**src/rtl/cla_pkg.sv**
```systemverilog
package cla_pkg;

   // Control characters recognized in the byte stream.
   localparam logic [7:0] CH_NEWLINE   = 8'd10;
   localparam logic [7:0] CH_RETURN    = 8'd13;
   localparam logic [7:0] CH_BACKSPACE = 8'd8;
   localparam logic [7:0] CH_TAB       = 8'd9;
   localparam logic [7:0] CH_SPACE     = 8'd32;

   // Number of spaces a tab writes when the line has room for all of them.
   localparam int unsigned TAB_WIDTH = 8;

   // Depth of the command queue between the front and the back.
   localparam int unsigned QUEUE_DEPTH = 4;

   // Width of the line length register.
   localparam int unsigned LEN_W = 7;

   // Command codes produced by the front.
   typedef enum logic [2:0] {
      OP_CHAR      = 3'd0,
      OP_NEWLINE   = 3'd1,
      OP_RETURN    = 3'd2,
      OP_BACKSPACE = 3'd3,
      OP_TAB       = 3'd4
   } op_type;

   // One classified command as it travels through the queue.
   typedef struct packed {
      op_type     op;
      logic [7:0] ch;
   } cmd_type;

endpackage

```
**src/rtl/cla_front.sv**
```systemverilog
module cla_front
   import cla_pkg::*;
(
   input  logic       clock,
   input  logic       reset,
   input  logic       req_valid,
   output logic       req_stall,
   input  logic [7:0] req_in_char,
   output logic       push_valid,
   output cmd_type    push_cmd,
   input  logic       queue_full
);

   logic    front_valid_ff;
   logic    front_valid_in;
   cmd_type front_cmd_ff;
   cmd_type front_cmd_in;
   logic    accept;
   logic    push;

   // Map the incoming byte onto a command code.
   always_comb begin
      front_cmd_in.ch = req_in_char;
      priority if (req_in_char == CH_NEWLINE) begin
         front_cmd_in.op = OP_NEWLINE;
      end else if (req_in_char == CH_RETURN) begin
         front_cmd_in.op = OP_RETURN;
      end else if (req_in_char == CH_BACKSPACE) begin
         front_cmd_in.op = OP_BACKSPACE;
      end else if (req_in_char == CH_TAB) begin
         front_cmd_in.op = OP_TAB;
      end else begin
         front_cmd_in.op = OP_CHAR;
      end
   end

   // The holding register stalls the input only while the queue is full.
   assign push      = front_valid_ff && !queue_full;
   assign req_stall = front_valid_ff && queue_full;
   assign accept    = req_valid && !req_stall;

   always_comb begin
      front_valid_in = front_valid_ff;
      if (accept) begin
         front_valid_in = 1'b1;
      end else if (push) begin
         front_valid_in = 1'b0;
      end
   end

   always_ff @(posedge clock) begin
      if (reset) begin
         front_valid_ff <= 1'b0;
      end else begin
         front_valid_ff <= front_valid_in;
      end
   end

   always_ff @(posedge clock) begin
      if (accept) begin
         front_cmd_ff <= front_cmd_in;
      end
   end

   assign push_valid = push;
   assign push_cmd   = front_cmd_ff;

endmodule

```
**src/rtl/cla_queue.sv**
```systemverilog
module cla_queue
   import cla_pkg::*;
(
   input  logic    clock,
   input  logic    reset,
   input  logic    push_valid,
   input  cmd_type push_cmd,
   output logic    queue_full,
   input  logic    pop,
   output logic    pop_valid,
   output cmd_type pop_cmd
);

   localparam int unsigned PTR_W = $clog2(QUEUE_DEPTH);
   localparam int unsigned CNT_W = $clog2(QUEUE_DEPTH + 1);

   cmd_type            slot_ff [QUEUE_DEPTH];
   logic [PTR_W-1:0]   head_ff;
   logic [PTR_W-1:0]   head_in;
   logic [PTR_W-1:0]   tail_ff;
   logic [PTR_W-1:0]   tail_in;
   logic [CNT_W-1:0]   count_ff;
   logic [CNT_W-1:0]   count_in;
   logic               do_pop;

   assign queue_full = (count_ff == CNT_W'(QUEUE_DEPTH));
   assign pop_valid  = (count_ff != '0);
   assign pop_cmd    = slot_ff[head_ff];
   assign do_pop     = pop && pop_valid;

   // Pointers wrap at the queue depth.
   always_comb begin
      head_in  = head_ff;
      tail_in  = tail_ff;
      count_in = count_ff;
      if (push_valid) begin
         tail_in = (tail_ff == PTR_W'(QUEUE_DEPTH - 1)) ? '0 : tail_ff + PTR_W'(1);
      end
      if (do_pop) begin
         head_in = (head_ff == PTR_W'(QUEUE_DEPTH - 1)) ? '0 : head_ff + PTR_W'(1);
      end
      if (push_valid && !do_pop) begin
         count_in = count_ff + CNT_W'(1);
      end else if (do_pop && !push_valid) begin
         count_in = count_ff - CNT_W'(1);
      end
   end

   always_ff @(posedge clock) begin
      if (reset) begin
         head_ff  <= '0;
         tail_ff  <= '0;
         count_ff <= '0;
      end else begin
         head_ff  <= head_in;
         tail_ff  <= tail_in;
         count_ff <= count_in;
      end
   end

   always_ff @(posedge clock) begin
      if (push_valid) begin
         slot_ff[tail_ff] <= push_cmd;
      end
   end

endmodule

```
**src/rtl/cla_back.sv**
```systemverilog
module cla_back
   import cla_pkg::*;
#(
   parameter int unsigned MAX_LINE = 64
)
(
   input  logic             clock,
   input  logic             reset,
   input  logic [LEN_W-1:0] line_length,
   input  logic             pop_valid,
   input  cmd_type          pop_cmd,
   output logic             pop,
   output logic             rsp_valid,
   input  logic             rsp_stall,
   output logic [7:0]       rsp_out_char,
   output logic             rsp_line_last,
   output logic             rsp_line_empty
);

   localparam int unsigned POS_W = $clog2(MAX_LINE + 1);
   localparam int unsigned IDX_W = $clog2(MAX_LINE);

   typedef enum logic [3:0] {
      ST_IDLE = 4'b0001,
      ST_TAB  = 4'b0010,
      ST_READ = 4'b0100,
      ST_EMIT = 4'b1000
   } back_state_type;

   back_state_type   state_ff;
   back_state_type   state_in;
   logic [POS_W-1:0] pos_ff;
   logic [POS_W-1:0] pos_in;
   logic [POS_W-1:0] tab_end_ff;
   logic [POS_W-1:0] tab_end_in;
   logic [POS_W-1:0] len_ff;
   logic [POS_W-1:0] len_in;
   logic [IDX_W-1:0] rd_idx_ff;
   logic [IDX_W-1:0] rd_idx_in;
   logic             empty_ff;
   logic             empty_in;
   logic [7:0]       line_store_ff [MAX_LINE];
   logic [7:0]       store_rdata_ff;
   logic             rsp_valid_ff;
   logic             rsp_valid_in;
   logic [7:0]       rsp_char_ff;
   logic             rsp_last_ff;
   logic             rsp_empty_ff;
   logic [POS_W-1:0] limit;
   logic [POS_W:0]   tab_sum;
   logic             wr_en;
   logic [IDX_W-1:0] wr_addr;
   logic [7:0]       wr_data;
   logic             rd_en;
   logic             out_free;
   logic             out_load;
   logic             emit_last;

   // Usable length is the register value saturated to the store depth.
   assign limit = (line_length > LEN_W'(MAX_LINE)) ? POS_W'(MAX_LINE)
                                                   : line_length[POS_W-1:0];
   assign tab_sum = {1'b0, pos_ff} + (POS_W + 1)'(TAB_WIDTH);

   assign out_free  = !rsp_valid_ff || !rsp_stall;
   assign emit_last = empty_ff || ((POS_W'(rd_idx_ff) + POS_W'(1)) == len_ff);
   assign pop       = (state_ff == ST_IDLE) && pop_valid;
   assign rd_en     = (state_ff == ST_READ);
   assign out_load  = (state_ff == ST_EMIT) && out_free;

   // Sequencer: one command at a time; tabs pass through ST_TAB and line drains through ST_READ and ST_EMIT.
   always_comb begin
      state_in   = state_ff;
      pos_in     = pos_ff;
      tab_end_in = tab_end_ff;
      len_in     = len_ff;
      rd_idx_in  = rd_idx_ff;
      empty_in   = empty_ff;
      wr_en      = 1'b0;
      wr_addr    = pos_ff[IDX_W-1:0];
      wr_data    = CH_SPACE;
      unique case (state_ff)
         ST_IDLE: begin
            if (pop_valid) begin
               unique case (pop_cmd.op)
                  OP_NEWLINE: begin
                     len_in    = pos_ff;
                     rd_idx_in = '0;
                     pos_in    = '0;
                     if (pos_ff == '0) begin
                        empty_in = 1'b1;
                        state_in = ST_EMIT;
                     end else begin
                        empty_in = 1'b0;
                        state_in = ST_READ;
                     end
                  end
                  OP_RETURN: begin
                     pos_in = '0;
                  end
                  OP_BACKSPACE: begin
                     if (pos_ff != '0) begin
                        pos_in = pos_ff - POS_W'(1);
                     end
                  end
                  OP_TAB: begin
                     if (tab_sum < {1'b0, limit}) begin
                        tab_end_in = tab_sum[POS_W-1:0];
                        state_in   = ST_TAB;
                     end else if (pos_ff < limit) begin
                        tab_end_in = limit;
                        state_in   = ST_TAB;
                     end
                  end
                  OP_CHAR: begin
                     if (pos_ff < limit) begin
                        wr_en   = 1'b1;
                        wr_data = pop_cmd.ch;
                        pos_in  = pos_ff + POS_W'(1);
                     end
                  end
                  default: begin
                  end
               endcase
            end
         end
         ST_TAB: begin
            wr_en  = 1'b1;
            pos_in = pos_ff + POS_W'(1);
            if ((pos_ff + POS_W'(1)) == tab_end_ff) begin
               state_in = ST_IDLE;
            end
         end
         ST_READ: begin
            state_in = ST_EMIT;
         end
         ST_EMIT: begin
            if (out_free) begin
               if (emit_last) begin
                  state_in = ST_IDLE;
               end else begin
                  rd_idx_in = rd_idx_ff + IDX_W'(1);
                  state_in  = ST_READ;
               end
            end
         end
         default: begin
            state_in = ST_IDLE;
         end
      endcase
   end

   always_ff @(posedge clock) begin
      if (reset) begin
         state_ff <= ST_IDLE;
         pos_ff   <= '0;
      end else begin
         state_ff <= state_in;
         pos_ff   <= pos_in;
      end
   end

   always_ff @(posedge clock) begin
      tab_end_ff <= tab_end_in;
      len_ff     <= len_in;
      rd_idx_ff  <= rd_idx_in;
      empty_ff   <= empty_in;
   end

   // Line store with one write port and one registered read port.
   always_ff @(posedge clock) begin
      if (wr_en) begin
         line_store_ff[wr_addr] <= wr_data;
      end
      if (rd_en) begin
         store_rdata_ff <= line_store_ff[rd_idx_ff];
      end
   end

   // Output register holds a beat until the receiver takes it.
   always_comb begin
      rsp_valid_in = rsp_valid_ff;
      if (out_load) begin
         rsp_valid_in = 1'b1;
      end else if (!rsp_stall) begin
         rsp_valid_in = 1'b0;
      end
   end

   always_ff @(posedge clock) begin
      if (reset) begin
         rsp_valid_ff <= 1'b0;
      end else begin
         rsp_valid_ff <= rsp_valid_in;
      end
   end

   always_ff @(posedge clock) begin
      if (out_load) begin
         rsp_char_ff  <= empty_ff ? 8'd0 : store_rdata_ff;
         rsp_last_ff  <= emit_last;
         rsp_empty_ff <= empty_ff;
      end
   end

   assign rsp_valid      = rsp_valid_ff;
   assign rsp_out_char   = rsp_char_ff;
   assign rsp_line_last  = rsp_last_ff;
   assign rsp_line_empty = rsp_empty_ff;

endmodule

```
**src/rtl/console_line_assembler.sv**
```systemverilog
// Console line assembler: collects character bytes into a line of up to MAX_LINE
// positions and, on a newline, sends the line out one character per beat with the
// last one marked (an empty line gives a single beat flagged empty, character zero).
// Return, backspace and tab only move the write position; tab fills in spaces, and
// nothing is erased. Input beats pass a holding register and a four-entry command
// queue, so a stalled result side does not stop input until the queue fills. The
// back end handles one command at a time: a printable byte, return or backspace in
// the idle state, a tab's spaces (up to eight) in the tab state, and a newline as
// a store read and an output load per stored character (an empty line: output load
// only), held by output stalls. The user must write the line length register only
// while the block is idle; the block itself has no check for this.
module console_line_assembler
   import cla_pkg::*;
#(
   parameter int unsigned MAX_LINE = 64
)
(
   input  logic             clock,
   input  logic             reset,
   input  logic             csr_wr_en,
   input  logic [LEN_W-1:0] csr_line_length,
   input  logic             req_valid,
   output logic             req_stall,
   input  logic [7:0]       req_in_char,
   output logic             rsp_valid,
   input  logic             rsp_stall,
   output logic [7:0]       rsp_out_char,
   output logic             rsp_line_last,
   output logic             rsp_line_empty
);

   logic [LEN_W-1:0] line_length_ff;
   logic             push_valid;
   cmd_type          push_cmd;
   logic             queue_full;
   logic             pop;
   logic             pop_valid;
   cmd_type          pop_cmd;

   // Line length register.
   always_ff @(posedge clock) begin
      if (reset) begin
         line_length_ff <= LEN_W'(64);
      end else if (csr_wr_en) begin
         line_length_ff <= csr_line_length;
      end
   end

   cla_front u_front (
      .clock       (clock),
      .reset       (reset),
      .req_valid   (req_valid),
      .req_stall   (req_stall),
      .req_in_char (req_in_char),
      .push_valid  (push_valid),
      .push_cmd    (push_cmd),
      .queue_full  (queue_full)
   );

   cla_queue u_queue (
      .clock      (clock),
      .reset      (reset),
      .push_valid (push_valid),
      .push_cmd   (push_cmd),
      .queue_full (queue_full),
      .pop        (pop),
      .pop_valid  (pop_valid),
      .pop_cmd    (pop_cmd)
   );

   cla_back #(
      .MAX_LINE (MAX_LINE)
   ) u_back (
      .clock          (clock),
      .reset          (reset),
      .line_length    (line_length_ff),
      .pop_valid      (pop_valid),
      .pop_cmd        (pop_cmd),
      .pop            (pop),
      .rsp_valid      (rsp_valid),
      .rsp_stall      (rsp_stall),
      .rsp_out_char   (rsp_out_char),
      .rsp_line_last  (rsp_line_last),
      .rsp_line_empty (rsp_line_empty)
   );

endmodule

```
**config.mk**
```make
export PLATFORM = sky130hd
export DESIGN_NAME = console_line_assembler
export DESIGN_NICKNAME = d
export VERILOG_FILES = /design/src/rtl/cla_pkg.sv /design/src/rtl/cla_front.sv /design/src/rtl/cla_queue.sv /design/src/rtl/cla_back.sv /design/src/rtl/console_line_assembler.sv
export SDC_FILE = /design/constraint.sdc
export NUM_CORES = 1
export LEC_CHECK = 0
export BUFFER_PORTS_ARGS = -buffer_cell sky130_fd_sc_hd__buf_2
export CAP_MARGIN = 25
export CORE_MARGIN = 4
export CORE_UTILIZATION = 55
export CTS_BUF_LIST = sky130_fd_sc_hd__clkbuf_8
export DETAILED_ROUTE_END_ITERATION = 16
export PLACE_DENSITY_LB_ADDON = 0.15
export SYNTH_ARGS = -nofsm -noshare
export SYNTH_HDL_FRONTEND = slang
export SYNTH_HIERARCHICAL = 1
export SYNTH_SLANG_ARGS = --single-unit
```
**constraint.sdc**
```tcl
create_clock -name clock -period 4.8 [get_ports clock]
set_input_delay 0.24 -clock clock [delete_from_list [all_inputs] [get_ports clock]]
set_output_delay 0.24 -clock clock [all_outputs]
set_load 0.02 [all_outputs]
```
==> flow_metrics.tcl, run 1 <==
set metrics [dict create \
    ys_warn_count 6 \
    critPathKind "reg -> reg" \
    dpl.hpwl_um 34700 \
    io_pins 32 \
    synthTopCellsByArea "edfxtp_1 71%, mux4_2 16%, dfxtp_1 2.3%" \
    timing.hold.ws_ns 0.321 \
    detail-route-antenna-nets 0 \
    synth-edff-count 606 \
    min_period_ns 4.10 \
    p_leak_nw 9.12 \
    syn_nets 1298 \
    fillers 3183 \
    max_freq_mhz 244 \
    dieArea_um2 50000 \
    maxSlewHeadroom 0.350 \
    hold_path_startpoint "req_in_char[1]" \
    synth_top_area_cell "edfxtp_1" \
    place_congestion 0.880 \
    htreeDepth 3 \
    clock-sinks 635 \
    drive_gt1_frac 0.269 \
    cts-hold-fix-buffers 31 \
    io_buffers 31 \
    num_vias 12700 \
    syn_inst 1255 \
    synth.avg_cell_area_um2 20.4 \
    vdd_ir_drop_max_uv 398 \
    wl_per_cell_um 27.0 \
    end_kind "flip-flop" \
    rsz0062_at_grt "false" \
    r2r_cells 7 \
    cts_buffer_depth 3 \
    drv_slew 0 \
    startpoint_type "flip-flop" \
    numCtsBuffers 98 \
    num_antenna_cells 0 \
    clk_pin_slew_ns 0.06 \
    cp.arrival_ns 4.39 \
    finalSetupTns_ns 0 \
    firstDrtPassIters 5 \
    worstPathRequired_ns 5.09 \
    ys_async_sr_fraction 0 \
    tightest_slew_ns 0.968 \
    endpoint "u_back/line_store_ff[50][4]" \
    cts_setup_buffers 0 \
    maxCapViolCount 0 \
    period_share 0.854 \
    cts-root-buf "clkbuf_8" \
    track_usage 0.230 \
    routed_via_density 6.14 \
    yosysSeqAreaShare 0.735 \
    clock-skew-final_ns 0.0241 \
    min_path_type "in -> reg" \
    grt_pass1_vias 13100 \
    setup_violations 0 \
    fin_nets 1443 \
    die_h_um 224 \
    hold_violations 0 \
    num_rows 78 \
    drcViolationCount 0 \
    worstSkewPairLatency_ns 0.67 \
    syn_area_um2 25500 \
    dr.first_iter.drc_count 1301 \
    start_util 0.559 \
    r2r_slack_ns 0.70 \
    cts_tree "built" \
    worstPathMaxFanout 10 \
    area_delta_synth_final_pct 12.2 \
    grt-ovfl-total 0 \
    antenna_found_initial 0 \
    yosysUniqueCellTypes 66 \
    coreArea_um2 45700 \
    ys_seq_elements 635 \
    post_cts_resized 0 \
    die_w_um 224 \
    p_per_area_nw_per_um2 507 \
    drt_wl_total_um 55900 \
    yosysTopAreaCellShare 0.712 \
    outcome "complete, no violations" \
    synth_ff_type "edfxtp_1" \
    grt_max_degree 105 \
    grt_pass1_wl_um 84600 \
    r2r-end "u_back/line_store_ff[50][4]" \
]
report_power, final:
part / internal, mW / leakage, nW / switching, mW
Combinational: 1.92 / 2.49 / 2.01
Clock: 2.11 / 1.06 / 2.00
Sequential: 6.29 / 5.57 / 0.179
Total: 10.3 / 9.12 / 4.19
synth_stat cells, types with 2 or more instances:
cell type,number
or3_1,4
o21ai_0,7
o21ai_1,2
o211ai_1,7
dfxtp_1,29
and2_1,14
and3_1,4
a31oi_1,4
nand4_1,4
edfxtp_1,606
nor2b_1,14
nor2_1,90
o221ai_1,2
buf_2,9
nor4_1,4
ha_1,22
o32ai_1,3
o22ai_1,3
a22o_1,2
nor3b_1,3
clkbuf_1,31
a21o_1,3
nand2b_1,6
a41o_1,2
nor3_1,11
inv_1,19
a211oi_1,4
nand4b_1,2
mux2_1,2
a21oi_1,18
nand2_1,30
mux4_2,179
mux2i_1,15
buf_6,12
nor4b_1,3
xnor2_1,9
xor2_1,11
a31o_2,2
nand3_1,26
or4b_1,6
buf_1,6
cell usage in the layout (no fill, tap or decap), types with 3 or more instances in the layout:
master,n
o32ai_1,3
nor4b_2,3
or4b_1,6
mux4_2,179
nand4_1,4
dfxtp_1,29
and2_2,7
a211oi_1,4
o211ai_1,7
nand3_1,26
nor4_1,4
nor3_1,11
nor2b_1,14
buf_12,6
clkinv_1,11
nor2_1,90
o22ai_1,3
nor3b_1,3
buf_2,32
and2_1,7
nand2_1,30
clkinv_2,13
a31oi_1,4
or3_1,3
a21oi_1,18
xnor2_1,9
edfxtp_1,606
and3_1,4
inv_1,57
mux2i_1,15
ha_1,22
buf_4,33
a21o_1,3
clkbuf_8,104
o21ai_0,7
nand2b_1,6
xor2_1,11
dlygate4sd3_1,31
critical path, stage by stage (launching register included):
cell and delay [ns]:
dfxtp_1 0.44, buf_4 0.25, mux4_2 0.59, nor3_1 0.41, nand3_1 0.22, o21ai_2 0.38, nand3_1 0.61, nor2_1 0.81
layer usage:
metal	vias up	track usage	part of all wire
li1	5485	-	-
met1	6608	0.330	0.41
met2	544	0.355	0.48
met3	82	0.0562	0.086
met4	0	0.0750	0.027
met5	-	0	0
sequential cells by signal, indices dropped and copies added (netlist names), named ones only:
signal                  cells
u_queue/count_ff            3
u_back/line_store_ff      512
u_back/rsp_valid            1
u_queue/slot_ff            44
line_length_ff              7
u_back/store_rdata_ff       8
u_back/rsp_line_last        1
u_back/tab_end_ff           7
u_front/front_valid_ff      1
u_back/pos_ff               7
u_queue/head_ff             2
u_back/state_ff             4
u_back/empty_ff             1
u_back/rsp_line_empty       1
u_back/rd_idx_ff            6
u_back/rsp_out_char         8
u_back/len_ff               7
u_front/push_cmd           11
u_queue/tail_ff             2
worst min-delay path by stage:
stage / to / slack (ns) / cells past startpoint
2_1_floorplan: flip-flop / 0.31 / 1
3_3_place_gp: u_front/push_cmd[1] / 0.43 / 1
3_5_place_dp: u_front/push_cmd[6] / 0.45 / 1
4_1_cts: u_front/push_cmd[6] / 0.25 / 2
5_1_grt: u_front/push_cmd[6] / 0.28 / 2
6_report: u_front/push_cmd[1] / 0.32 / 2
kinds of logic after synthesis:
family | Yosys count | synth area share
flops | 635 | 0.735
simple gates | 227 | 0.0443
mux | 196 | 0.165
buf+inv | 79 | 0.0156
compound gates | 74 | 0.0213
fa+ha+maj | 23 | 0.0116
xor+xnor | 21 | 0.00774
through the flow:
stage,setup slack [ns],cells,area [um^2],utilization,power (mW)
floorplan,1.49,1255,25500,-,9.40
global placement,0.826,1867,26500,0.581,10.5
detailed placement,0.698,1868,26500,0.581,10.5
CTS,0.695,2071,28600,0.627,14.7
global route,0.391,2072,28700,0.627,15.2
finish,0.703,2072,28700,0.627,14.5
final cells by class:
type	instances	area, um^2	area share
timing repair buffer	103	866	0.0302
inverter	21	78.8	0.00275
clock buffer	104	1430	0.0500
tap	600	751	0.0262
sequential	635	18800	0.655
multi-input combinational	541	6400	0.223
clock inverter	68	349	0.0122
Note: power is estimated with default switching activity, not from simulation.
==> run 2, diff against run 1 <==
--- a/config.mk
+++ b/config.mk
@@ -5,6 +5,7 @@
 export SDC_FILE = /design/constraint.sdc
 export NUM_CORES = 1
 export LEC_CHECK = 0
+export ABC_AREA = 1
 export BUFFER_PORTS_ARGS = -buffer_cell sky130_fd_sc_hd__buf_2
 export CAP_MARGIN = 25
 export CORE_MARGIN = 4
==> constraint.sdc (replaced) <==
create_clock -name clock -period 4.2 [get_ports clock]
set_input_delay 0.21 -clock clock [delete_from_list [all_inputs] [get_ports clock]]
set_output_delay 0.21 -clock clock [all_outputs]
set_load 0.02 [all_outputs]
==> run 2 against run 1 <==
Via count up 32%. Combinational power up 57%. Flip-flop and latch count stayed put. Maximum frequency grew 22%. Count of clock-buffer cells in the layout decreased by 2. Wire length up 13%. Core utilization down 0.22 points. Clock power up 10%. Critical path type unchanged. Largest power group unchanged.
==> flow_metrics.tcl, run 2 <==
set metrics [dict create \
    outcome "complete, no violations" \
    synth_common_cells "606 x edfxtp_1, 378 x nor2_1, 222 x o21ai_0" \
    clk_pin_slew_ns 0.06 \
    place_worst_setup_slack_ns 0.870 \
    p_per_area_nw_per_um2 622 \
    min_period_ns 3.35 \
    placed_cells 2628 \
    synth_compound_area_frac 0.112 \
    synth_most_common_cell "edfxtp_1" \
    synth_top_area_cell "edfxtp_1" \
    drive_gt1_frac 0.118 \
    end_kind "flip-flop" \
    syn_inst 2047 \
    place_congestion 0.864 \
    grt_pass1_vias 16400 \
    firstDrtPassIters 7 \
    cp.arrival_ns 3.64 \
    setup_violations 0 \
    drcViolationCount 0 \
    wl_per_cell_um 22.4 \
    final_util 0.625 \
    period_share 0.798 \
    synthAdderAreaFrac 0.0112 \
    numCtsBuffers 99 \
    ys_seq_elements 635 \
    maxCapViolCount 0 \
    rsz0062_at_grt "false" \
    max_freq_mhz 298 \
    layout_common_cells "606 x edfxtp_1, 371 x nor2_1, 222 x o21ai_0" \
    track_usage 0.247 \
    antenna_found_initial 1 \
    tightest_slew_ns 0.844 \
    num_rows 79 \
    drv_slew 0 \
    dr.first_iter.drc_count 1641 \
    maxSlewHeadroom 0.435 \
    timing.final.ws_setup_ns 0.847 \
    num_antenna_cells 0 \
    syn_area_um2 26300 \
    final_common_cell "edfxtp_1" \
    cts_tree "built" \
    yosys.area_share.xor_xnor 0.00718 \
    area_delta_synth_final_pct 11.5 \
    grt_max_degree 102 \
    min_path_type "in -> reg" \
    p_leak_nw 9.93 \
    coreArea_um2 47000 \
    clock-skew-final_ns 0.0208 \
    top_register "u_back/line_store_ff" \
    worstPathMaxFanout 12 \
    hold_violations 0 \
    io_pins 32 \
    synth_ff_type "edfxtp_1" \
    clock-sinks 635 \
    start_util 0.561 \
    cts_setup_buffers 0 \
    finalSetupTns_ns 0 \
    power.total_mw 18.2 \
    routed_via_density 5.93 \
    num_vias 16800 \
    ys_async_sr_fraction 0 \
    detail-route-antenna-nets 0 \
    die_w_um 227 \
    worstSkewPairLatency_ns 0.67 \
    drt_wl_total_um 63200 \
    io_buffers 31 \
    largest_register_ffs 512 \
    critPathKind "reg -> reg" \
    grt-ovfl-total 0 \
    cts_buffer_depth 3 \
    dieArea_um2 51400 \
    grt_pass1_wl_um 96300 \
    die_h_um 227 \
    synth_top_family_by_area "compound AO/OA/AOI/OAI gates" \
    yosysTopAreaCellShare 0.691 \
    worstPathRequired_ns 4.49 \
    fin_nets 2198 \
    htreeDepth 3 \
    synth.avg_cell_area_um2 12.9 \
    synthMuxAreaShare 0.0198 \
    yosysUniqueCellTypes 46 \
    ys_warn_count 6 \
    yosysSeqAreaShare 0.713 \
    syn_nets 2090 \
    regArea_um2 18800 \
    synthTopCellsByArea "edfxtp_1 69%, nor2_1 5.4%, o21ai_0 4.2%" \
    instances_no_fill 2828 \
    synthSimpleGateAreaFrac 0.100 \
    multi_input_comb_area_um2 6640 \
    startpoint_type "flip-flop" \
    post_cts_resized 0 \
    fillers 3646 \
    cts-root-buf "clkbuf_8" \
    dpl.hpwl_um 37900 \
    vdd_ir_drop_max_uv 524 \
    synth-edff-count 606 \
]
==> run 2: cell count changes after synthesis, moves of 25 or more <==
cell / delta
inv_1: +66
o22ai_1: +78
o21ai_0: +215
mux4_2: -179
o221ai_1: +61
buf_2: +26
nand2_1: +86
mux2i_1: +37
o21ai_1: +25
nor2_1: +288
clkbuf_1: +33
nand3_1: +49
o211ai_1: +56
==> run 2: worst paths after layout <==
kind                            slack [ns]                start                     endpoint  cells after the start
worst max register to register        0.85            flip-flop  u_back/line_store_ff[46][1]                     10
worst min-delay path                  0.28       req_in_char[6]          u_front/push_cmd[6]                      2
worst max-delay path                  0.85            flip-flop  u_back/line_store_ff[46][1]                     10
worst min register to register        0.50  u_front/push_cmd[6]        u_queue/slot_ff[0][6]                      0
==> run 2: cell families after synthesis <==
logic type	count (synthesis)
buffers and inverters	222
and+or+nand+nor	618
AOI/OAI and AO/OA	477
xor gates and xnor gates	20
muxes	52
DFF	635
adders and majority gates	23
==> run 2: power breakdown <==
| group | internal, mW | switching, mW | total (mW) | leakage, nW |
|---|---|---|---|---|
| Clock | 2.29 | 2.24 | 4.52 | 0.980 |
| Sequential | 7.33 | 0.223 | 7.55 | 5.55 |
| Combinational | 1.83 | 4.34 | 6.17 | 3.41 |
==> run 2: worst max-delay path, stage by stage, from the launching register on <==
cell      delay (ns)
dfxtp_1         0.56
clkinv_1        0.40
o21ai_1         0.19
o22ai_1         0.12
nor2_1          0.10
inv_1           0.09
nor3_4          0.27
nand4_4         0.15
nand2_4         0.21
nand4_4         0.24
nor2_1          0.63
==> run 2: area by class of cell <==
cell class / instances / share of cell area
inverter: 102 / 0.0131
timing repair buffer: 127 / 0.0373
multi-input combinational: 1190 / 0.226
sequential: 635 / 0.640
tap: 607 / 0.0259
clock inverter: 65 / 0.00976
clock buffer: 102 / 0.0478
==> run 2: timing repair <==
action	4_1_cts	5_1_grt
hold endpoints to repair	23	0
hold buffers	33	0
endpoints found under the setup margin	0	0
==> run 2: per-layer routing <==
| metal | global-route usage | wire (um) |
|---|---|---|
| met5 | 0 | 0 |
| met4 | 0.0839 | 1880 |
| met3 | 0.0483 | 4380 |
| met2 | 0.398 | 30400 |
| met1 | 0.342 | 26500 |
==> run 2: through the flow <==
step / hold WS (ns) / area (um^2)
2_1_floorplan: 0.279 / 26300
3_3_place_gp: 0.404 / 27300
3_5_place_dp: 0.404 / 27300
4_1_cts: 0.213 / 29300
5_1_grt: 0.230 / 29300
6_report: 0.276 / 29300
==> run 3, diff against run 2 <==
==> constraint.sdc (replaced) <==
create_clock -name clock -period 2.7 [get_ports clock]
set_input_delay 0.135 -clock clock [delete_from_list [all_inputs] [get_ports clock]]
set_output_delay 0.135 -clock clock [all_outputs]
set_load 0.02 [all_outputs]
==> run 3 against run 2 <==
The flow now finishes with violations (negative setup slack). Final area up 11%. Total power up 66%. Sequential power is 55% higher. Setup slack worse by 0.97 ns. Critical endpoint is now u_back/line_store_ff[0][3].
==> flow_metrics.tcl, run 3 (synthesis results as in run 2) <==
set metrics [dict create \
    outcome "finished with violations" \
    failed_checks "negative setup slack" \
    cts_buffer_depth 3 \
    cp.arrival_ns 3.34 \
    power_frac_seq 0.386 \
    antenna_found_initial 3 \
    critPathKind "reg -> reg" \
    p_switching_mw 11.3 \
    r2r_slack_ns -0.12 \
    clock_power_share 0.239 \
    numCtsBuffers 97 \
    fillers 3116 \
    period_share 1.04 \
    drive_gt1_frac 0.210 \
    end_kind "flip-flop" \
    worst-path-buf-inv 7 \
    cpMaxStageDelayCell "dfxtp_2" \
    instances_no_fill 3008 \
    r2r-end "u_back/line_store_ff[0][3]" \
    rsz0062_at_grt "true" \
    largest_register_ffs 512 \
    worstSkewPairLatency_ns 0.68 \
    crit_path_max_incr_delay_ns 0.32 \
    final_common_cell "edfxtp_1" \
    cts_tree "built" \
    min_path_type "in -> reg" \
    cpMostUsedCell "buf_12" \
    placed_area_um2 28500 \
    drt_wl_total_um 74200 \
    power.total_mw 30.3 \
    grt_max_degree 97 \
    maxSlewHeadroom 0.402 \
    cts-root-buf "clkbuf_8" \
    worstPathMaxFanout 8 \
    grt_pass1_vias 17200 \
    firstDrtPassIters 6 \
    worstPathRequired_ns 3.22 \
    die_h_um 227 \
    r2r_start "line_length_ff[4]" \
    coreArea_um2 47000 \
    max_freq_mhz 354 \
    htreeDepth 3 \
    crit_path_start "line_length_ff[4]" \
    tightest_slew_ns 0.895 \
    finalInstanceArea_um2 32500 \
    grt-ovfl-total 0 \
    num_vias 18200 \
    p_per_area_nw_per_um2 932 \
    track_usage 0.260 \
    area_delta_synth_final_pct 23.3 \
    routed_via_density 6.05 \
    path_cells "nor2_2 > nand3_1 > nand2_2 > buf_6 > nand2_2 > ha_2 > a21oi_2 > nor2_1 > a211oi_2 > buf_4 > nand4_4 > buf_4 > buf_12 > buf_12 > nor2_4 > buf_12 > clkbuf_16" \
    die_w_um 227 \
    io_buffers 31 \
    min_period_ns 2.82 \
    dieArea_um2 51400 \
    timing.final.ws_setup_ns -0.121 \
    r2r_cells 17 \
    clk_pin_slew_ns 0.06 \
    internal_power_mw 19.0 \
    layout_common_cells "606 x edfxtp_1, 322 x nor2_1, 222 x o21ai_0" \
    crit_cells 17 \
    grt_pass1_wl_um 100000 \
    finalSetupTns_ns -32.23 \
    clock-skew-final_ns 0.0307 \
    start_util 0.561 \
    dr.first_iter.drc_count 2557 \
    maxCapViolCount 0 \
    placed_cells 2737 \
    combPwrFrac 0.375 \
    swShare 0.373 \
    p_leak_nw 11.3 \
    drcViolationCount 0 \
    dpl.hpwl_um 42800 \
    endpoint "u_back/line_store_ff[0][3]" \
    clock-sinks 635 \
    vdd_ir_drop_max_uv 645 \
    place_congestion 0.944 \
    startpoint_type "flip-flop" \
    fin_nets 2367 \
    io_pins 32 \
    cp_top_family "buffers and inverters" \
    setup_violations 776 \
    drv_slew 0 \
    num_rows 79 \
    hold_violations 0 \
    wl_per_cell_um 24.7 \
    top_register "u_back/line_store_ff" \
    detail-route-antenna-nets 0 \
]
-- run 3: worst reg2reg max path, delay by kind of cell, from the launching register on --
| kind | cells | cell delay [ns] |
|---|---|---|
| AO/OA/AOI/OAI | 2 | 0.32 |
| adder cells (fa/ha/maj) | 1 | 0.17 |
| buffers and inverters | 7 | 1.15 |
| flip-flops | 1 | 0.32 |
| AND/OR/NAND/NOR | 7 | 0.70 |
-- run 3: cell type report --
type	instances	area, um^2	area share
antenna	2	5.00	0.000154
clock buffer	100	1380	0.0424
timing repair buffer	296	3640	0.112
multi-input combinational	1192	7130	0.220
sequential	635	18800	0.579
clock inverter	74	383	0.0118
tap	607	759	0.0234
inverter	102	388	0.0119
-- run 3: power groups by stage --
stage,Clock (mW),Sequential (mW),Combinational (mW)
after global routing,7.88,11.7,12.0
after detailed placement,0,11.9,10.1
after CTS,7.36,11.7,10.3
after floorplan,0,11.8,6.57
final,7.23,11.7,11.4
after global placement,0,11.9,10.1
-- run 3: worst min-delay path by stage --
stage,from,end,slack [ns],depth (start not counted)
2_1_floorplan,reset,u_back/rsp_valid,0.20,1
3_3_place_gp,req_in_char[6],u_front/push_cmd[6],0.33,1
3_5_place_dp,req_in_char[7],u_front/push_cmd[7],0.33,1
4_1_cts,req_in_char[4],u_front/push_cmd[4],0.15,2
5_1_grt,req_in_char[7],u_front/push_cmd[7],0.16,2
6_report,req_in_char[4],u_front/push_cmd[4],0.21,2
-- run 3: repair_timing --
item                       CTS  global route
gates resized for setup     30           161
gates cloned                 1            42
setup endpoints to repair  483          1027
buffers inserted             4            11
hold buffers                37             0
hold endpoints to repair    46             0
pin swaps                    6            15
-- run 3: stage by stage --
step / setup slack, ns / hold WS [ns] / utilization
after floorplan: -0.290 / 0.204 / -
after global placement: -0.0962 / 0.329 / 0.606
after detailed placement: -0.121 / 0.329 / 0.606
after CTS: 0.00383 / 0.148 / 0.656
after global routing: -0.265 / 0.165 / 0.692
final: -0.121 / 0.213 / 0.692
-- run 3: metal layers --
layer	share of wire	vias to the layer above	GRT usage
li1	-	8152	-
met1	0.38	8805	0.349
met2	0.48	1039	0.424
met3	0.099	207	0.0500
met4	0.040	0	0.101
met5	0	-	0
